===== src/design/cfsr_pkg.sv =====
// ----------------------------------------------------------------------------
// cfsr_pkg: shared types and constants of the framed sample receiver
// Frame parser states, phase and result codes, field widths and the
// byte-wide CRC-16/CCITT-FALSE update.
// ----------------------------------------------------------------------------
`default_nettype none

package cfsr_pkg;

    localparam int BYTE_W      = 8;
    localparam int WORD_W      = 16;
    localparam int CMD_W       = 2;
    localparam int KIND_W      = 2;
    localparam int PHASE_W     = 2;
    localparam int CFG_INDEX_W = 1;
    localparam int OUT_DATA_W  = 48;

    localparam logic [BYTE_W-1:0] MARK0_BYTE  = 8'hAA;
    localparam logic [BYTE_W-1:0] MARK1_BYTE  = 8'h55;
    localparam logic [BYTE_W-1:0] TYPE_DATA   = 8'h02;
    localparam logic [BYTE_W-1:0] TYPE_FINISH = 8'h04;

    localparam logic [WORD_W-1:0] CRC_POLY = 16'h1021;
    localparam logic [WORD_W-1:0] CRC_INIT = 16'hFFFF;

    localparam logic [WORD_W-1:0] REQUIRED_LEN_RESET = 16'd321;
    localparam logic [WORD_W-1:0] EPOCH_COUNT_RESET  = 16'd1;

    localparam logic [CFG_INDEX_W-1:0] REG_REQUIRED_LEN = 1'b0;
    localparam logic [CFG_INDEX_W-1:0] REG_EPOCH_COUNT  = 1'b1;

    localparam logic [CMD_W-1:0] CMD_BYTE    = 2'd0;
    localparam logic [CMD_W-1:0] CMD_INFER   = 2'd1;
    localparam logic [CMD_W-1:0] CMD_RESTART = 2'd2;

    localparam logic [KIND_W-1:0] KIND_PAYLOAD = 2'd0;
    localparam logic [KIND_W-1:0] KIND_ACK     = 2'd1;
    localparam logic [KIND_W-1:0] KIND_FINISH  = 2'd2;
    localparam logic [KIND_W-1:0] KIND_PHASE   = 2'd3;

    typedef enum logic [3:0] {
        FS_MARK0,
        FS_MARK1,
        FS_TYPE,
        FS_SEQ0,
        FS_SEQ1,
        FS_LEN0,
        FS_LEN1,
        FS_DATA,
        FS_CRC0,
        FS_CRC1
    } frame_state_t;

    typedef enum logic [PHASE_W-1:0] {
        PH_TRAIN,
        PH_VAL,
        PH_TEST
    } phase_t;

    function automatic logic [WORD_W-1:0] crc16_byte(input logic [WORD_W-1:0] crc,
                                                     input logic [BYTE_W-1:0] data);
        logic [WORD_W-1:0] c;
        c = crc ^ {data, 8'h00};
        for (int i = 0; i < BYTE_W; i++) begin
            c = c[WORD_W-1] ? ({c[WORD_W-2:0], 1'b0} ^ CRC_POLY) : {c[WORD_W-2:0], 1'b0};
        end
        return c;
    endfunction

endpackage

`default_nettype wire


===== src/design/crc_framed_sample_receiver.sv =====
// ----------------------------------------------------------------------------
// crc_framed_sample_receiver: framed sample receiver with CRC check
// Parses marker-framed byte streams, checks CRC-16/CCITT-FALSE, streams data
// payload bytes and returns ack verdicts and phase events.
// ----------------------------------------------------------------------------
// Usage:
// Each request on the s_ channel carries a command in s_tuser and a received
// byte in s_tdata. A byte request advances the frame parser and the CRC by one
// byte; an inference request advances the epoch and starts a phase; a restart
// request resets parser, sequence and epoch; the epoch count picks the phase.
// A request produces zero or one result on the m_ channel, whose kind travels
// in s_tuser's counterpart m_tuser.
// The result of a request is written to the output register in the cycle
// after the request is accepted. One request is accepted every cycle while
// the output register is empty or its result is taken; the rate is set by the
// single output register, which refills in the same cycle its result is taken.
// When the receiver holds m_tready low with a result pending, s_tready drops
// and the result stays stable until taken. Requests without a result never
// occupy the output register.
// After reset the parser hunts for the first marker, the phase is train and
// the registers hold a required payload length of 321 and an epoch count of 1.
// Configuration writes take effect at the next clock edge.
// ----------------------------------------------------------------------------
`default_nettype none

module crc_framed_sample_receiver
    import cfsr_pkg::*;
(
    input  wire logic                   aclk,
    input  wire logic                   aresetn,
    input  wire logic                   cfg_we,
    input  wire logic [CFG_INDEX_W-1:0] cfg_index,
    input  wire logic [WORD_W-1:0]      cfg_wdata,
    input  wire logic                   s_tvalid,
    output logic                        s_tready,
    input  wire logic [BYTE_W-1:0]      s_tdata,   // [7:0] rx_byte
    input  wire logic [CMD_W-1:0]       s_tuser,   // [1:0] cmd
    output logic                        m_tvalid,
    input  wire logic                   m_tready,
    // [7:0] payload_byte, [23:8] byte_index, [24] ack_status, [40:25] ack_seq,
    // [41] commit, [43:42] phase, [45:44] next_phase, [47:46] zero
    output logic [OUT_DATA_W-1:0]       m_tdata,
    output logic [KIND_W-1:0]           m_tuser    // [1:0] kind
);

    frame_state_t      state_reg, state_next;
    logic [BYTE_W-1:0] type_reg, type_next;
    logic [WORD_W-1:0] seq_reg, seq_next;
    logic [WORD_W-1:0] len_reg, len_next;
    logic [WORD_W-1:0] count_reg, count_next;
    logic [BYTE_W-1:0] crc_lo_reg, crc_lo_next;
    logic [WORD_W-1:0] crc_reg, crc_next;
    logic [WORD_W-1:0] exp_seq_reg, exp_seq_next;
    phase_t            mode_reg, mode_next;
    logic [WORD_W-1:0] epoch_reg, epoch_next;
    logic [WORD_W-1:0] required_len_reg;
    logic [WORD_W-1:0] epoch_count_reg;

    logic                   out_valid_reg;
    logic [OUT_DATA_W-1:0]  out_data_reg;
    logic [KIND_W-1:0]      out_kind_reg;

    logic                   accept;
    logic                   res_valid;
    logic [KIND_W-1:0]      res_kind;
    logic [BYTE_W-1:0]      res_byte;
    logic [WORD_W-1:0]      res_index;
    logic                   res_status;
    logic [WORD_W-1:0]      res_seq;
    logic                   res_commit;
    phase_t                 res_phase;
    phase_t                 res_next_phase;

    logic [WORD_W-1:0] crc_upd;
    logic [WORD_W-1:0] len_full;
    logic [WORD_W-1:0] crc_rx_full;
    logic [WORD_W-1:0] count_inc;
    logic [WORD_W-1:0] epoch_inc;

    assign s_tready = !out_valid_reg || m_tready;
    assign accept   = s_tvalid && s_tready;

    assign crc_upd     = crc16_byte(crc_reg, s_tdata);
    assign len_full    = {s_tdata, len_reg[BYTE_W-1:0]};
    assign crc_rx_full = {s_tdata, crc_lo_reg};
    assign count_inc   = count_reg + 16'd1;
    assign epoch_inc   = (epoch_reg == '1) ? epoch_reg : epoch_reg + 16'd1;

    always_comb begin
        state_next     = state_reg;
        type_next      = type_reg;
        seq_next       = seq_reg;
        len_next       = len_reg;
        count_next     = count_reg;
        crc_lo_next    = crc_lo_reg;
        crc_next       = crc_reg;
        exp_seq_next   = exp_seq_reg;
        mode_next      = mode_reg;
        epoch_next     = epoch_reg;
        res_valid      = 1'b0;
        res_kind       = KIND_PAYLOAD;
        res_byte       = '0;
        res_index      = '0;
        res_status     = 1'b0;
        res_seq        = '0;
        res_commit     = 1'b0;
        res_phase      = PH_TRAIN;
        res_next_phase = PH_TRAIN;

        case (s_tuser)
            CMD_BYTE: begin
                case (state_reg)
                    FS_MARK0: begin
                        state_next = (s_tdata == MARK0_BYTE) ? FS_MARK1 : FS_MARK0;
                    end
                    FS_MARK1: begin
                        if (s_tdata == MARK1_BYTE) begin
                            state_next = FS_TYPE;
                            crc_next   = CRC_INIT;
                        end else begin
                            state_next = FS_MARK0;
                        end
                    end
                    FS_TYPE: begin
                        type_next  = s_tdata;
                        crc_next   = crc_upd;
                        state_next = FS_SEQ0;
                    end
                    FS_SEQ0: begin
                        seq_next   = {8'h00, s_tdata};
                        crc_next   = crc_upd;
                        state_next = FS_SEQ1;
                    end
                    FS_SEQ1: begin
                        seq_next   = {s_tdata, seq_reg[BYTE_W-1:0]};
                        crc_next   = crc_upd;
                        state_next = FS_LEN0;
                    end
                    FS_LEN0: begin
                        len_next   = {8'h00, s_tdata};
                        crc_next   = crc_upd;
                        state_next = FS_LEN1;
                    end
                    FS_LEN1: begin
                        len_next   = len_full;
                        crc_next   = crc_upd;
                        count_next = '0;
                        if (len_full > required_len_reg) begin
                            state_next = FS_MARK0;
                        end else if (len_full == '0) begin
                            state_next = FS_CRC0;
                        end else begin
                            state_next = FS_DATA;
                        end
                    end
                    FS_DATA: begin
                        crc_next   = crc_upd;
                        count_next = count_inc;
                        if (type_reg == TYPE_DATA) begin
                            res_valid = 1'b1;
                            res_kind  = KIND_PAYLOAD;
                            res_byte  = s_tdata;
                            res_index = count_reg;
                        end
                        if (count_inc >= len_reg) begin
                            state_next = FS_CRC0;
                        end
                    end
                    FS_CRC0: begin
                        crc_lo_next = s_tdata;
                        state_next  = FS_CRC1;
                    end
                    FS_CRC1: begin
                        state_next = FS_MARK0;
                        res_seq    = seq_reg;
                        if (crc_reg != crc_rx_full) begin
                            res_valid  = 1'b1;
                            res_kind   = KIND_ACK;
                            res_status = 1'b1;
                        end else if (type_reg == TYPE_FINISH) begin
                            res_valid = 1'b1;
                            res_kind  = KIND_FINISH;
                            res_seq   = '0;
                            res_phase = mode_reg;
                            if (mode_reg == PH_TRAIN) begin
                                mode_next    = PH_VAL;
                                exp_seq_next = '0;
                            end
                            res_next_phase = mode_next;
                        end else if (type_reg == TYPE_DATA) begin
                            res_valid = 1'b1;
                            res_kind  = KIND_ACK;
                            if (len_reg != required_len_reg) begin
                                res_status = 1'b1;
                            end else if (seq_reg == exp_seq_reg) begin
                                res_commit   = 1'b1;
                                exp_seq_next = exp_seq_reg + 16'd1;
                            end else if (seq_reg > exp_seq_reg) begin
                                res_status = 1'b1;
                            end
                        end else begin
                            res_seq = '0;
                        end
                    end
                    default: begin
                        state_next = FS_MARK0;
                    end
                endcase
            end
            CMD_INFER: begin
                epoch_next     = epoch_inc;
                mode_next      = (epoch_inc < epoch_count_reg) ? PH_TRAIN : PH_TEST;
                exp_seq_next   = '0;
                res_valid      = 1'b1;
                res_kind       = KIND_PHASE;
                res_phase      = mode_next;
                res_next_phase = mode_next;
            end
            CMD_RESTART: begin
                state_next   = FS_MARK0;
                crc_next     = CRC_INIT;
                count_next   = '0;
                exp_seq_next = '0;
                epoch_next   = '0;
                mode_next    = (epoch_count_reg == '0) ? PH_TEST : PH_TRAIN;
            end
            default: begin
            end
        endcase
    end

    always_ff @(posedge aclk) begin
        if (!aresetn) begin
            state_reg   <= FS_MARK0;
            crc_reg     <= CRC_INIT;
            count_reg   <= '0;
            exp_seq_reg <= '0;
            mode_reg    <= PH_TRAIN;
            epoch_reg   <= '0;
        end else if (accept) begin
            state_reg   <= state_next;
            crc_reg     <= crc_next;
            count_reg   <= count_next;
            exp_seq_reg <= exp_seq_next;
            mode_reg    <= mode_next;
            epoch_reg   <= epoch_next;
        end
    end

    always_ff @(posedge aclk) begin
        if (accept) begin
            type_reg   <= type_next;
            seq_reg    <= seq_next;
            len_reg    <= len_next;
            crc_lo_reg <= crc_lo_next;
        end
    end

    always_ff @(posedge aclk) begin
        if (!aresetn) begin
            required_len_reg <= REQUIRED_LEN_RESET;
            epoch_count_reg  <= EPOCH_COUNT_RESET;
        end else if (cfg_we) begin
            case (cfg_index)
                REG_REQUIRED_LEN: required_len_reg <= cfg_wdata;
                REG_EPOCH_COUNT:  epoch_count_reg  <= cfg_wdata;
                default: begin
                end
            endcase
        end
    end

    always_ff @(posedge aclk) begin
        if (!aresetn) begin
            out_valid_reg <= 1'b0;
        end else if (accept) begin
            out_valid_reg <= res_valid;
        end else if (m_tready) begin
            out_valid_reg <= 1'b0;
        end
    end

    always_ff @(posedge aclk) begin
        if (accept && res_valid) begin
            out_kind_reg <= res_kind;
            out_data_reg <= {2'b00, res_next_phase, res_phase, res_commit, res_seq,
                             res_status, res_index, res_byte};
        end
    end

    assign m_tvalid = out_valid_reg;
    assign m_tdata  = out_data_reg;
    assign m_tuser  = out_kind_reg;

endmodule

`default_nettype wire


===== config.mk =====
export PLATFORM = sky130hd
export DESIGN_NAME = crc_framed_sample_receiver
export DESIGN_NICKNAME = d
export VERILOG_FILES = /design/src/design/cfsr_pkg.sv /design/src/design/crc_framed_sample_receiver.sv
export SDC_FILE = /design/constraint.sdc
export NUM_CORES = 1
export LEC_CHECK = 0
export BUFFER_PORTS_ARGS = -buffer_cell sky130_fd_sc_hd__buf_2
export CORE_ASPECT_RATIO = 1.5
export CORE_MARGIN = 8
export CORE_UTILIZATION = 50
export DETAILED_ROUTE_END_ITERATION = 8
export PLACE_DENSITY = 0.81
export SETUP_SLACK_MARGIN = 0.02
export SLEW_MARGIN = 20
export SYNTH_ARGS = -nofsm -noshare
export SYNTH_HDL_FRONTEND = slang
export SYNTH_SLANG_ARGS = --single-unit

===== constraint.sdc =====
create_clock -name aclk -period 4.2 [get_ports aclk]
set_input_delay 0.42 -clock aclk [delete_from_list [all_inputs] [get_ports aclk]]
set_output_delay 0.42 -clock aclk [all_outputs]
set_load 0.01 [all_outputs]

* Word level (Yosys, flattened, before mapping) *
Cells that the tools add are included.

word-level totals
  register bits = 199
  input bits = 32
  output and inout bits = 52
  logic and storage cells = 176

operators by class
  add/sub/neg operators = 3
  order comparisons = 4
  eq/ne operators = 30
  multiplexer cells = 69
  bitwise logic cells = 15
  reductions and logical operators = 35

operators with widths
  kind                                           count
  case mux 16 bit (2 select lines)               8
  2-to-1 mux 16 bit                              12
  2-to-1 mux 13 bit                              8
  adder 16 x 1 -> 16 bit, second input constant  3
  case mux 4 bit (9 select lines)                1
  > comparator 16 bit                            2
  zero test 16 bit                               2
  2-to-1 mux 2 bit                               16
  != test 16 bit                                 2
  inverter 3 bit                                 8
  AND reduction 3 bit                            7
  != test 3 bit, second input constant           6
  == test 16 bit                                 1
  == test 16 bit, second input constant          1
  == test 4 x 3 -> 1 bit, second input constant  4
  greater-or-equal comparator 16 bit             1
  less-than comparator 16 bit                    1
  bitwise XOR 16 bit                             1
  2-to-1 mux 1 bit                               14
  2-to-1 mux 4 bit                               3
  case mux 2 bit (2 select lines)                3
  AND reduction 4 bit                            3
  nonzero test 2 bit                             6
  OR reduction 6 bit                             2
  26 further kinds                               41

* Longest topological paths before layout *
Gate-level depths: netlist of the first run.

  word-level depth = 19
  depth in mapped cells = 16
  gate-level depth less buffers = 14

* Worst setup path before layout of the first run *
Ideal clock, no wire load.

  path type = flip-flop to flip-flop
  start point = reg type_reg[7]
  end point = reg out_data_reg[0] (netlist: m_tdata[0]), enable pin
  library setup time = 0.469 ns
  data arrival time = 4.056 ns
  setup slack = -0.325 ns
  stages on the path, launching flop included = 7
  path through = edfxtp_1 or4_1 nor3_1 nand2_1 nor2_1 o21ai_0 a21oi_1

between the ends
  cells in the longest elaborated chain, start to end = 7

RTL lines
  element                              RTL line                                                              source
  from (decl)                          crc_framed_sample_receiver.sv:47                                      logic [BYTE_W-1:0] type_reg, type_next;
  from (signal assigned)               crc_framed_sample_receiver.sv:252                                     type_reg <= type_next;
  == test 8 x 2 -> 1 bit               crc_framed_sample_receiver.sv:159, crc_framed_sample_receiver.sv:190
  2-to-1 mux 1 bit                     crc_framed_sample_receiver.sv:159, crc_framed_sample_receiver.sv:190
  2-to-1 mux 1 bit                     crc_framed_sample_receiver.sv:180                                     end else if (type_reg == TYPE_FINISH) begin
  2-to-1 mux 1 bit                     crc_framed_sample_receiver.sv:176                                     if (crc_reg != crc_rx_full) begin
  case mux 1 bit (2 select lines) (*)  crc_framed_sample_receiver.sv:112                                     case (state_reg)
  case mux 1 bit (2 select lines) (*)  crc_framed_sample_receiver.sv:110                                     case (s_tuser)
  logical AND 1 bit (*)                crc_framed_sample_receiver.sv:284                                     if (accept && res_valid) begin
  to (signal assigned)                 crc_framed_sample_receiver.sv:286                                     out_data_reg <= {2'b00, res_next_phase, res_phase, res_commit, res_seq,
  to (decl)                            crc_framed_sample_receiver.sv:60                                      logic [OUT_DATA_W-1:0] out_data_reg;

Mark *: on every way between the ends. The rest lies on a longest branch, timed or not.
A chain may end at the register's enable or synchronous reset.

* Worst setup path in the final report of the first run *
  start point = reg epoch_reg[0]
  end point = reg out_data_reg[45] (netlist: m_tdata[45]), data pin

between the ends
  cells in the longest elaborated chain, start to end = 5

RTL lines
  element                                                   RTL line                           source
  from (decl)                                               crc_framed_sample_receiver.sv:55   logic [WORD_W-1:0] epoch_reg, epoch_next;
  from (signal assigned)                                    crc_framed_sample_receiver.sv:246  epoch_reg <= epoch_next;
  adder 16 x 1 -> 16 bit or == test 16 bit (tied branches)  crc_framed_sample_receiver.sv:87   assign epoch_inc = (epoch_reg == '1) ? epoch_reg : epoch_reg + 16'd1;
  2-to-1 mux 16 bit (*)                                     crc_framed_sample_receiver.sv:87
  less-than comparator 16 bit (*)                           crc_framed_sample_receiver.sv:212  mode_next = (epoch_inc < epoch_count_reg) ? PH_TRAIN : PH_TEST;
  2-to-1 mux 2 bit (*)                                      crc_framed_sample_receiver.sv:212
  case mux 2 bit (2 select lines) (*)                       crc_framed_sample_receiver.sv:110
  named net res_next_phase[1]                               crc_framed_sample_receiver.sv:72   phase_t res_next_phase;

The timed path passes the listed nets; every way through them passes the cells marked *.

==> reports/results.ini, run 1 <==
[cells_and_area]
layout-drive-gt1-share_pct=11.6
largest_register_ff_count=46
nFillCells=1798
postLayoutCellArea_um2=11900
multiInputGateArea_um2=5240
ff_latch_area_um2=4940
n_antenna_cell=0
final_cells=1437
nets=1258
area_delta_synth_final_pct=11.6

[yosys]
synthCells=1093
synthFlopType=sky130_fd_sc_hd__dfxtp_1
synth_edf_count=96
syn_avg_cell_area_um2=9.72
synth_seq_cells=199
asyncSetResetFlopFracSynth_pct=0
yosysSeqAreaShare_pct=46.5
count_of_distinct_cell_types_in_the_synthesized_netlist=61
cell_area_synth_um2=10600
yosys_warnings=0

[cts]
cts-hold-fix-buffers=0
post_cts.resized_instances=0
clkSinkCount=199
cts.htree.levels=4
cts_setup_buffers=0
clk_root_buffer_cell=sky130_fd_sc_hd__clkbuf_16
clk_path_buf_depth=2
clk_transition_reported_paths_ns=0.07
clk-insertion-delay-late_ns=0.45
numCtsBuffers=17
tritoncts_clock_tree=built

[pwr]
cellLeakagePower_nw=4.58
power.total_mw=4.00
vdd.ir_drop.worst_mv=0.320
power-per-cell-area_nw_per_um2=338

[place]
io_buffers=81
hpwl_um=18500
preCtsSetupSlack_ns=0.584
dpl.cell_count=1405
area_after_dpl_um2=11300
rd_place_congestion=0.919

[timing]
tns_ns=0
fmax_mhz=269
tightestPinTransition_ns=1.05
rsz0062_at_grt=false
fin_worst_setup_slack_ns=0.484
finalMaxSlewViolations=0
post-route-period-util_pct=88.5
setup_viol=0
worst_clock_skew_ns=0.0120
max_transition_margin_pct=30.1
period_minus_slack_ns=3.72
final_hold_viol_count=0

[worst_setup_path]
timing.setup.critical_path_class=flop to flop
critical_path.max_fanout=7
cp_data_required_time_ns=4.40
endpoint_kind=flop
critical_path.startpoint_type=flop
worst-endpoint-arrival_ns=3.91

[route]
postRouteWirelength_um=25500
final_antenna_net_count=0
avgViaCountPerCell=5.76
detailedRoute.firstPassIterationCount=6
detail_route.iter0.violations=669
wire_per_inst_um=17.7
via_count=8277
route.detailed.drc=0

[global_route]
grt_first_pass_wirelength_um=40900
grt_remaining_overflow=0
grt_max_degree=59
global_route_usage_over_all_layers_pct=19.4
initial_antenna_violation_count=0
grt_pass1_vias=8059

[die]
dieWidth_um=135
ioPinCount=84
row_count=65
core_area_um2=21000
floorplan.initialDensity_pct=50.6
dieArea_um2=26300
die_y_um=195

[job]
max-cap-violations=0

[status]
run_status=finished clean

[worst_hold_path]
min_path_type=input pin to flop

cell usage after synthesis (all sizes together) (5+ instances only):
library cell | instances | area, um2
nor3b | 8 | 60.1
and4 | 5 | 43.8
nor4 | 10 | 75.1
xor2 | 17 | 149
clkbuf | 39 | 146
o211ai | 5 | 37.5
and2 | 65 | 407
a31oi | 5 | 31.3
or4 | 6 | 45.0
nand3 | 28 | 140
or3 | 13 | 81.3
nand2b | 9 | 56.3
xnor2 | 52 | 485
ha | 70 | 876
o21ai | 61 | 305
a21oi | 36 | 180
nor2 | 51 | 191
a22oi | 20 | 150
edfxtp | 96 | 2880
nand4 | 31 | 194
buf | 8 | 48.8
nor3 | 28 | 140
and3 | 19 | 119
o21a | 5 | 37.5
nand2 | 82 | 308
dfxtp | 103 | 2060
a21boi | 35 | 263
nor2b | 51 | 319
inv | 73 | 274
a21o | 18 | 135
critical path, stage by stage (launching register included):
cell                      delay (ns)
sky130_fd_sc_hd__dfxtp_1        0.41
sky130_fd_sc_hd__ha_1           0.21
sky130_fd_sc_hd__nand3_1        0.16
sky130_fd_sc_hd__or4_1          0.67
sky130_fd_sc_hd__and2_1         0.28
sky130_fd_sc_hd__nand3_1        0.13
sky130_fd_sc_hd__xnor2_1        0.18
sky130_fd_sc_hd__ha_1           0.31
sky130_fd_sc_hd__a21o_1         0.16
sky130_fd_sc_hd__a21o_1         0.17
sky130_fd_sc_hd__a21oi_1        0.19
sky130_fd_sc_hd__o21ai_0        0.12
sky130_fd_sc_hd__nand3_1        0.12
sky130_fd_sc_hd__a31oi_1        0.16
sky130_fd_sc_hd__a21o_1         0.21
where the power goes:
group	switching (mW)	internal (mW)	total, mW
Combinational	0.175	0.0994	0.274
Clock	0.759	0.897	1.66
Sequential	0.0207	2.05	2.07
Total	0.954	3.05	4.00
final timing paths:
| path | start | endpoint | slack (ns) | cells after the start |
|---|---|---|---|---|
| min | cfg_wdata[0] | epoch_count_reg[0] | 0.23 | 3 |
| max | epoch_reg[0] | m_tdata[45] | 0.48 | 14 |
| max reg2reg | epoch_reg[0] | m_tdata[45] | 0.48 | 14 |
| min reg2reg | required_len_reg[4] | required_len_reg[4] | 0.47 | 2 |
placed cells by master, fill, tap and decap left out, types with 28 or more instances in the layout:
cell	netlist	layout
sky130_fd_sc_hd__dfxtp_1	103	103
sky130_fd_sc_hd__edfxtp_1	96	96
sky130_fd_sc_hd__nand2_1	82	82
sky130_fd_sc_hd__buf_2	3	81
sky130_fd_sc_hd__inv_1	73	73
sky130_fd_sc_hd__ha_1	70	70
sky130_fd_sc_hd__and2_1	65	65
sky130_fd_sc_hd__o21ai_0	61	61
sky130_fd_sc_hd__nor2_1	51	51
sky130_fd_sc_hd__nor2b_1	51	50
sky130_fd_sc_hd__xnor2_1	48	48
sky130_fd_sc_hd__a21oi_1	36	35
sky130_fd_sc_hd__a21boi_0	34	34
sky130_fd_sc_hd__nand4_1	31	31
sky130_fd_sc_hd__nand3_1	28	28
layer usage:
metal	GRT usage, %	up-vias	wire, um
li1	-	4000	-
met1	21.4	3922	9700
met2	35.1	303	13500
met3	3.28	52	1550
met4	8.67	0	701
met5	0	-	0
through the flow:
| step | hold WS (ns) | util [%] |
|---|---|---|
| 2_1_floorplan | 0.443 | - |
| 3_3_place_gp | 0.453 | 53.6 |
| 3_5_place_dp | 0.460 | 53.6 |
| 4_1_cts | 0.220 | 56.5 |
| 5_1_grt | 0.237 | 56.5 |
| 6_report | 0.231 | 56.5 |
logic make-up after synthesis:
group	after synthesis	share of synthesized area, %
compound gates	212	13.0
flops	199	46.5
mux	3	0.306
other cells	1	0.0353
simple gates	419	21.5
xor+xnor	69	5.97
buf+inv	120	4.42
fa+ha+maj	70	8.24
cell type report:
cell class / count / area share [%]
Multi-Input combinational cell: 775 / 44.2
Sequential cell: 199 / 41.7
Timing Repair Buffer: 90 / 3.99
Clock inverter: 13 / 1.37
Tap cell: 268 / 2.83
Clock buffer: 19 / 3.65
Inverter: 73 / 2.31
Power figures use the tool's default switching activity.
==> inputs of run 2 (changes only) <==
--- a/config.mk
+++ b/config.mk
@@ -8,9 +8,9 @@
 export BUFFER_PORTS_ARGS = -buffer_cell sky130_fd_sc_hd__buf_2
 export CORE_ASPECT_RATIO = 1.5
 export CORE_MARGIN = 8
-export CORE_UTILIZATION = 50
+export CORE_UTILIZATION = 55
 export DETAILED_ROUTE_END_ITERATION = 8
-export PLACE_DENSITY = 0.81
+export PLACE_DENSITY = 0.87
 export SETUP_SLACK_MARGIN = 0.02
 export SLEW_MARGIN = 20
 export SYNTH_ARGS = -nofsm -noshare
==> run 2 against run 1 <==
  * Die area fell by 8.2%
  * Total power rose by 0.49%
  * Clock power barely moved
  * Critical path depth did not move
  * Via count rose by 2.0%
  * Global-route usage rose by 2.3 points
  * Sequential share of layout area barely moved
  * Final cell count fell by 0.90%
  * Critical path type unchanged
  * Largest cell class unchanged
  * Highest routed layer unchanged
==> reports/results.ini, run 2 (same netlist as run 1, synthesis figures left out) <==
[worst_setup_path]
crit_start=epoch_reg[0]
critical_path.slowest_cell=sky130_fd_sc_hd__or4_1
timing.critical_path.cells=ha_1 > nand3_1 > or4_1 > and2_1 > nand3_1 > xnor2_1 > ha_1 > a21o_1 > a21o_1 > a21oi_1 > o21ai_0 > nand3_1 > a31oi_1 > a21o_1
worst-endpoint-arrival_ns=3.84  ; -0.07 ns
critical-path-max-stage-delay_ns=0.67  ; about the same
endpoint_kind=flop
worst_path_bufs_invs=0  ; unchanged
rr_worst_depth=14  ; unchanged
cp_data_required_time_ns=4.41  ; about the same
timing.rr.end=m_tdata[43]
timing.critical_path.max_delay_family=simple AND/OR/NAND/NOR gates
timing.setup.critical_path_class=flop to flop
critical_path.startpoint_type=flop
setup.worst_path.end=m_tdata[43]
regToRegSetupSlack_ns=0.57  ; +0.08 ns
critical_path.max_fanout=7  ; unchanged
cp_num_cells=14  ; unchanged
regToRegStartpoint=epoch_reg[0]

[global_route]
initial_antenna_violation_count=0  ; unchanged
grt_max_degree=59  ; unchanged
global_route_usage_over_all_layers_pct=21.6  ; +2.3 points
grt_remaining_overflow=0  ; unchanged
grt_first_pass_wirelength_um=41000  ; +0.22%
grt_pass1_vias=8469  ; +5.1%

[cells_and_area]
mostFrequentLayoutCell=sky130_fd_sc_hd__dfxtp_1
layout-drive-gt1-share_pct=11.8  ; +0.18 points
final_cells=1424  ; -0.90%
nets=1257  ; -0.079%
commonest_cells_after_routing_fill_and_taps_aside=sky130_fd_sc_hd__dfxtp_1 (103), sky130_fd_sc_hd__edfxtp_1 (96), sky130_fd_sc_hd__nand2_1 (82)
n_antenna_cell=0  ; unchanged
postLayoutCellArea_um2=11900  ; about the same
area_delta_synth_final_pct=11.6  ; about the same
largest_register_ff_count=46  ; unchanged

[pwr]
cellLeakagePower_nw=4.59  ; +0.32%
power.total_mw=4.02  ; +0.49%
vdd.ir_drop.worst_mv=0.283  ; -12%
power-per-cell-area_nw_per_um2=339  ; +0.53%

[route]
via_count=8445  ; +2.0%
detailedRoute.firstPassIterationCount=6  ; unchanged
avgViaCountPerCell=5.93  ; +3.0%
wire_per_inst_um=17.8  ; +0.55%
route.detailed.drc=0  ; unchanged
final_antenna_net_count=0  ; unchanged
postRouteWirelength_um=25400  ; -0.36%
detail_route.iter0.violations=667  ; -0.30%

[cts]
clkSinkCount=199  ; unchanged
cts-hold-fix-buffers=0  ; unchanged
clk_root_buffer_cell=sky130_fd_sc_hd__clkbuf_16
numCtsBuffers=17  ; unchanged
clk-insertion-delay-late_ns=0.45  ; about the same
clk_transition_reported_paths_ns=0.08  ; about the same
tritoncts_clock_tree=built
cts_setup_buffers=0  ; unchanged
cts.htree.levels=4  ; unchanged
clk_path_buf_depth=2  ; unchanged
post_cts.resized_instances=0  ; unchanged

[timing]
rsz0062_at_grt=false
worst_clock_skew_ns=0.00915  ; -0.00286 ns
period_minus_slack_ns=3.63  ; -0.0829 ns
setup_viol=0  ; unchanged
tns_ns=0  ; unchanged
final_hold_viol_count=0  ; unchanged
finalMaxSlewViolations=0  ; unchanged
fmax_mhz=275  ; +2.3%
max_transition_margin_pct=28.1  ; -2.1 points
timing.hold.ws_ns=0.217  ; -0.0139 ns
tightestPinTransition_ns=1.07  ; +0.0226 ns
post-route-period-util_pct=86.5  ; -2.0 points

[place]
rd_place_congestion=0.966  ; +5.2%
dpl.cell_count=1392  ; -0.93%
hpwl_um=18500  ; +0.34%
io_buffers=81  ; unchanged
area_after_dpl_um2=11200  ; -0.20%

[die]
ioPinCount=84  ; unchanged
floorplan.initialDensity_pct=55.7  ; +5.0 points
die_y_um=186  ; -4.3%
row_count=62  ; -4.6%
core_area_um2=19100  ; -9.1%
dieArea_um2=24100  ; -8.2%
dieWidth_um=129  ; -4.1%

[status]
run_status=finished clean

[worst_hold_path]
worstHoldStart=cfg_wdata[0]
min_path_type=input pin to flop

[job]
max-cap-violations=0  ; unchanged

==> run 2: cell types whose count changed in the layout (fill, tap and decap cells not counted), sizes merged <==
cell,previous run,this run
inv,78,82
clkinv,5,2
buf,90,89
clkbuf,19,18
==> run 2: how the worst min path moves through the flow <==
stage                               end  cells after the start
floorplan           required_len_reg[1]                      2
global placement    required_len_reg[1]                      2
detailed placement  required_len_reg[1]                      2
CTS                  epoch_count_reg[0]                      3
global route         epoch_count_reg[0]                      3
finish               epoch_count_reg[0]                      3
==> run 2: through the flow <==
step,utilization (%),setup WS (ns)
2_1_floorplan,-,0.725
3_3_place_gp,58.9,0.744
3_5_place_dp,58.9,0.642
4_1_cts,62.1,0.612
5_1_grt,62.1,0.334
6_report,62.1,0.567
==> run 2: worst min-delay path, cell delays in order <==
cell and delay, ns:
sky130_fd_sc_hd__buf_2 0.11, sky130_fd_sc_hd__nand2_1 0.05, sky130_fd_sc_hd__nand3_1 0.07
==> run 2: routing by layer <==
layer | global-route usage [%] | part of all wire, % | vias up
li1 | - | - | 3991
met1 | 23.1 | 37 | 3992
met2 | 38.2 | 51 | 350
met3 | 4.42 | 6.5 | 112
met4 | 13.7 | 5.2 | 0
met5 | 0 | 0 | -
==> run 2: power by group <==
group,switching (mW),internal [mW],total [mW]
clock,0.790,0.886,1.68
sequential,0.0208,2.05,2.07
combinational,0.174,0.0991,0.273
total,0.985,3.04,4.02
==> run 2: final cells by class <==
cell class                 count  area, um2
clock buffer                  18        450
fill                        1575       7230
timing repair buffer          89        465
clock inverter                14        164
inverter                      73        274
sequential                   199       4940
multi-input combinational    775       5240
tap                          256        320
==> inputs of run 3 (changes only) <==
--- a/config.mk
+++ b/config.mk
@@ -11,6 +11,7 @@
 export CORE_UTILIZATION = 55
 export DETAILED_ROUTE_END_ITERATION = 8
 export PLACE_DENSITY = 0.87
+export RECOVER_POWER = 50
 export SETUP_SLACK_MARGIN = 0.02
 export SLEW_MARGIN = 20
 export SYNTH_ARGS = -nofsm -noshare
==> run 3 against run 2 <==
  * The run now ends with capacitance limit, slew limit left
  * Maximum frequency hardly changed
  * Utilization shrank 0.55 points
  * Global-route usage is the same
==> reports/results.ini, run 3 (same netlist as run 1, synthesis figures left out) <==
[cts]
clk-insertion-delay-late_ns=0.45  ; about the same
cts.htree.levels=4  ; unchanged
clk_transition_reported_paths_ns=0.08  ; about the same
tritoncts_clock_tree=built
clk_root_buffer_cell=sky130_fd_sc_hd__clkbuf_16
cts-hold-fix-buffers=0  ; unchanged
post_cts.resized_instances=0  ; unchanged
clk_path_buf_depth=2  ; unchanged
cts_setup_buffers=0  ; unchanged
numCtsBuffers=17  ; unchanged
clkSinkCount=199  ; unchanged

[cells_and_area]
commonest_cells_after_routing_fill_and_taps_aside=sky130_fd_sc_hd__dfxtp_1 (103), sky130_fd_sc_hd__edfxtp_1 (96), sky130_fd_sc_hd__nand2_1 (82)
ff_latch_area_um2=4940  ; unchanged
layout-drive-gt1-share_pct=6.08  ; -5.7 points
mostFrequentLayoutCell=sky130_fd_sc_hd__dfxtp_1
area_delta_synth_final_pct=10.6
n_antenna_cell=0  ; unchanged
final_cells=1424  ; unchanged
nets=1257  ; unchanged
postLayoutCellArea_um2=11800  ; -0.89%
multiInputGateArea_um2=5230  ; -0.21%
nFillCells=1608  ; +2.1%
largest_register_ff_count=46  ; unchanged

[place]
dpl.cell_count=1392  ; unchanged
rd_place_congestion=0.966  ; unchanged
hpwl_um=18500  ; unchanged
io_buffers=81  ; unchanged
area_after_dpl_um2=11200  ; unchanged

[job]
max-cap-violations=1  ; +1

[status]
run_status=complete, but fails checks
violations=capacitance limit, slew limit

[die]
dieWidth_um=129  ; unchanged
die_y_um=186  ; unchanged
row_count=62  ; unchanged
floorplan.initialDensity_pct=55.7  ; unchanged
ioPinCount=84  ; unchanged
dieArea_um2=24100  ; unchanged
core_area_um2=19100  ; unchanged

[worst_setup_path]
regToRegStartpoint=epoch_reg[0]
cp_data_required_time_ns=4.41  ; about the same
worst-endpoint-arrival_ns=3.84  ; about the same
crit_start=epoch_reg[0]
critical_path.max_fanout=7  ; unchanged
critical_path.startpoint_type=flop
endpoint_kind=flop
timing.setup.critical_path_class=flop to flop

[timing]
final_hold_viol_count=0  ; unchanged
period_minus_slack_ns=3.63  ; -0.00136 ns
setup_viol=0  ; unchanged
worst_clock_skew_ns=0.00902  ; -0.000125 ns
timing.hold.ws_ns=0.218  ; +0.000844 ns
rsz0062_at_grt=false
max_transition_margin_pct=-55.7  ; -84 points
finalMaxSlewViolations=59  ; +59
tns_ns=0  ; unchanged
fmax_mhz=275  ; about the same
post-route-period-util_pct=86.5  ; about the same
tightestPinTransition_ns=2.34  ; +1.26 ns

[route]
routed-wl-met2_um=13000  ; about the same
detailedRoute.firstPassIterationCount=5  ; -1
routed.top_layer=met4
length_of_routed_wiring_on_met1_um=9500  ; +1.0%
postRouteWirelength_um=25500  ; +0.46%
route.detailed.drc=0  ; unchanged
detail_route.iter0.violations=692  ; +3.7%
final_antenna_net_count=0  ; unchanged
wire_per_inst_um=17.9  ; +0.46%
via_count=8456  ; +0.13%
avgViaCountPerCell=5.94  ; +0.13%
detailroute.wirelength.met3_um=1760  ; +6.2%

[pwr]
internal_power_mw=3.03  ; -0.13%
power_frac_clock_pct=41.7  ; about the same
power.combinational.fraction_pct=6.7  ; about the same
switching_share_pct=24.6  ; +0.080 points
power-per-cell-area_nw_per_um2=342  ; +0.86%
vdd.ir_drop.worst_mv=0.283  ; about the same
cellLeakagePower_nw=4.40  ; -4.1%
seq_power_share_pct=51.6  ; about the same
switching_power_mw=0.988  ; +0.30%

[global_route]
grt_pass1_vias=8469  ; unchanged
grt_remaining_overflow=0  ; unchanged
grt_max_degree=59  ; unchanged
global_route_usage_over_all_layers_pct=21.6  ; unchanged
initial_antenna_violation_count=0  ; unchanged
grt_first_pass_wirelength_um=41000  ; unchanged

[worst_hold_path]
min_path_type=input pin to flop
worstHoldStart=cfg_wdata[0]

-- run 3: stage by stage --
| stage | util [%] | power (mW) | worst slack, ns |
|---|---|---|---|
| CTS | 62.1 | 4.04 | 0.612 |
| detailed placement | 58.9 | 2.39 | 0.642 |
| global route | 61.6 | 4.15 | 0.334 |
| global placement | 58.9 | 2.38 | 0.744 |
| floorplan | - | 2.29 | 0.725 |
| finish | 61.6 | 4.02 | 0.568 |
-- run 3: metal layers --
metal,GRT usage [%],up-vias
li1,-,3999
met1,23.1,3981
met2,38.2,376
met3,4.42,100
met4,13.7,0
met5,0,-
-- run 3: worst max-delay path, stage by stage, from the launching register on --
cell                      delay, ns
sky130_fd_sc_hd__dfxtp_1       0.42
sky130_fd_sc_hd__ha_1          0.22
sky130_fd_sc_hd__nand3_1       0.14
sky130_fd_sc_hd__or4_1         0.67
sky130_fd_sc_hd__and2_1        0.28
sky130_fd_sc_hd__nand3_1       0.13
sky130_fd_sc_hd__xnor2_1       0.18
sky130_fd_sc_hd__ha_1          0.30
sky130_fd_sc_hd__a21o_1        0.16
sky130_fd_sc_hd__a21o_1        0.17
sky130_fd_sc_hd__a21oi_1       0.17
sky130_fd_sc_hd__o21ai_0       0.12
sky130_fd_sc_hd__nand3_1       0.11
sky130_fd_sc_hd__a31oi_1       0.14
sky130_fd_sc_hd__a21o_1        0.20
-- run 3: area by class of cell --
type                       count  share of cell area, %
clock buffer                  18                   3.83
clock inverter                14                   1.39
inverter                      73                   2.33
multi-input combinational    775                   44.5
sequential                   199                   42.1
tap                          256                   2.73
timing repair buffer          89                   3.16
-- run 3: final timing paths --
check,to,depth (start not counted),slack (ns)
setup / recovery,m_tdata[43],14,0.57
hold / removal,epoch_count_reg[0],3,0.22
setup reg to reg,m_tdata[43],14,0.57
hold reg to reg,required_len_reg[1],2,0.47
-- run 3: power groups by stage --
stage | Combinational, mW | Sequential (mW) | Clock [mW]
4_1_cts | 0.270 | 2.07 | 1.70
3_3_place_gp | 0.260 | 2.12 | 0
6_report | 0.269 | 2.07 | 1.68
5_1_grt | 0.297 | 2.08 | 1.78
2_1_floorplan | 0.168 | 2.12 | 0
3_5_place_dp | 0.268 | 2.12 | 0
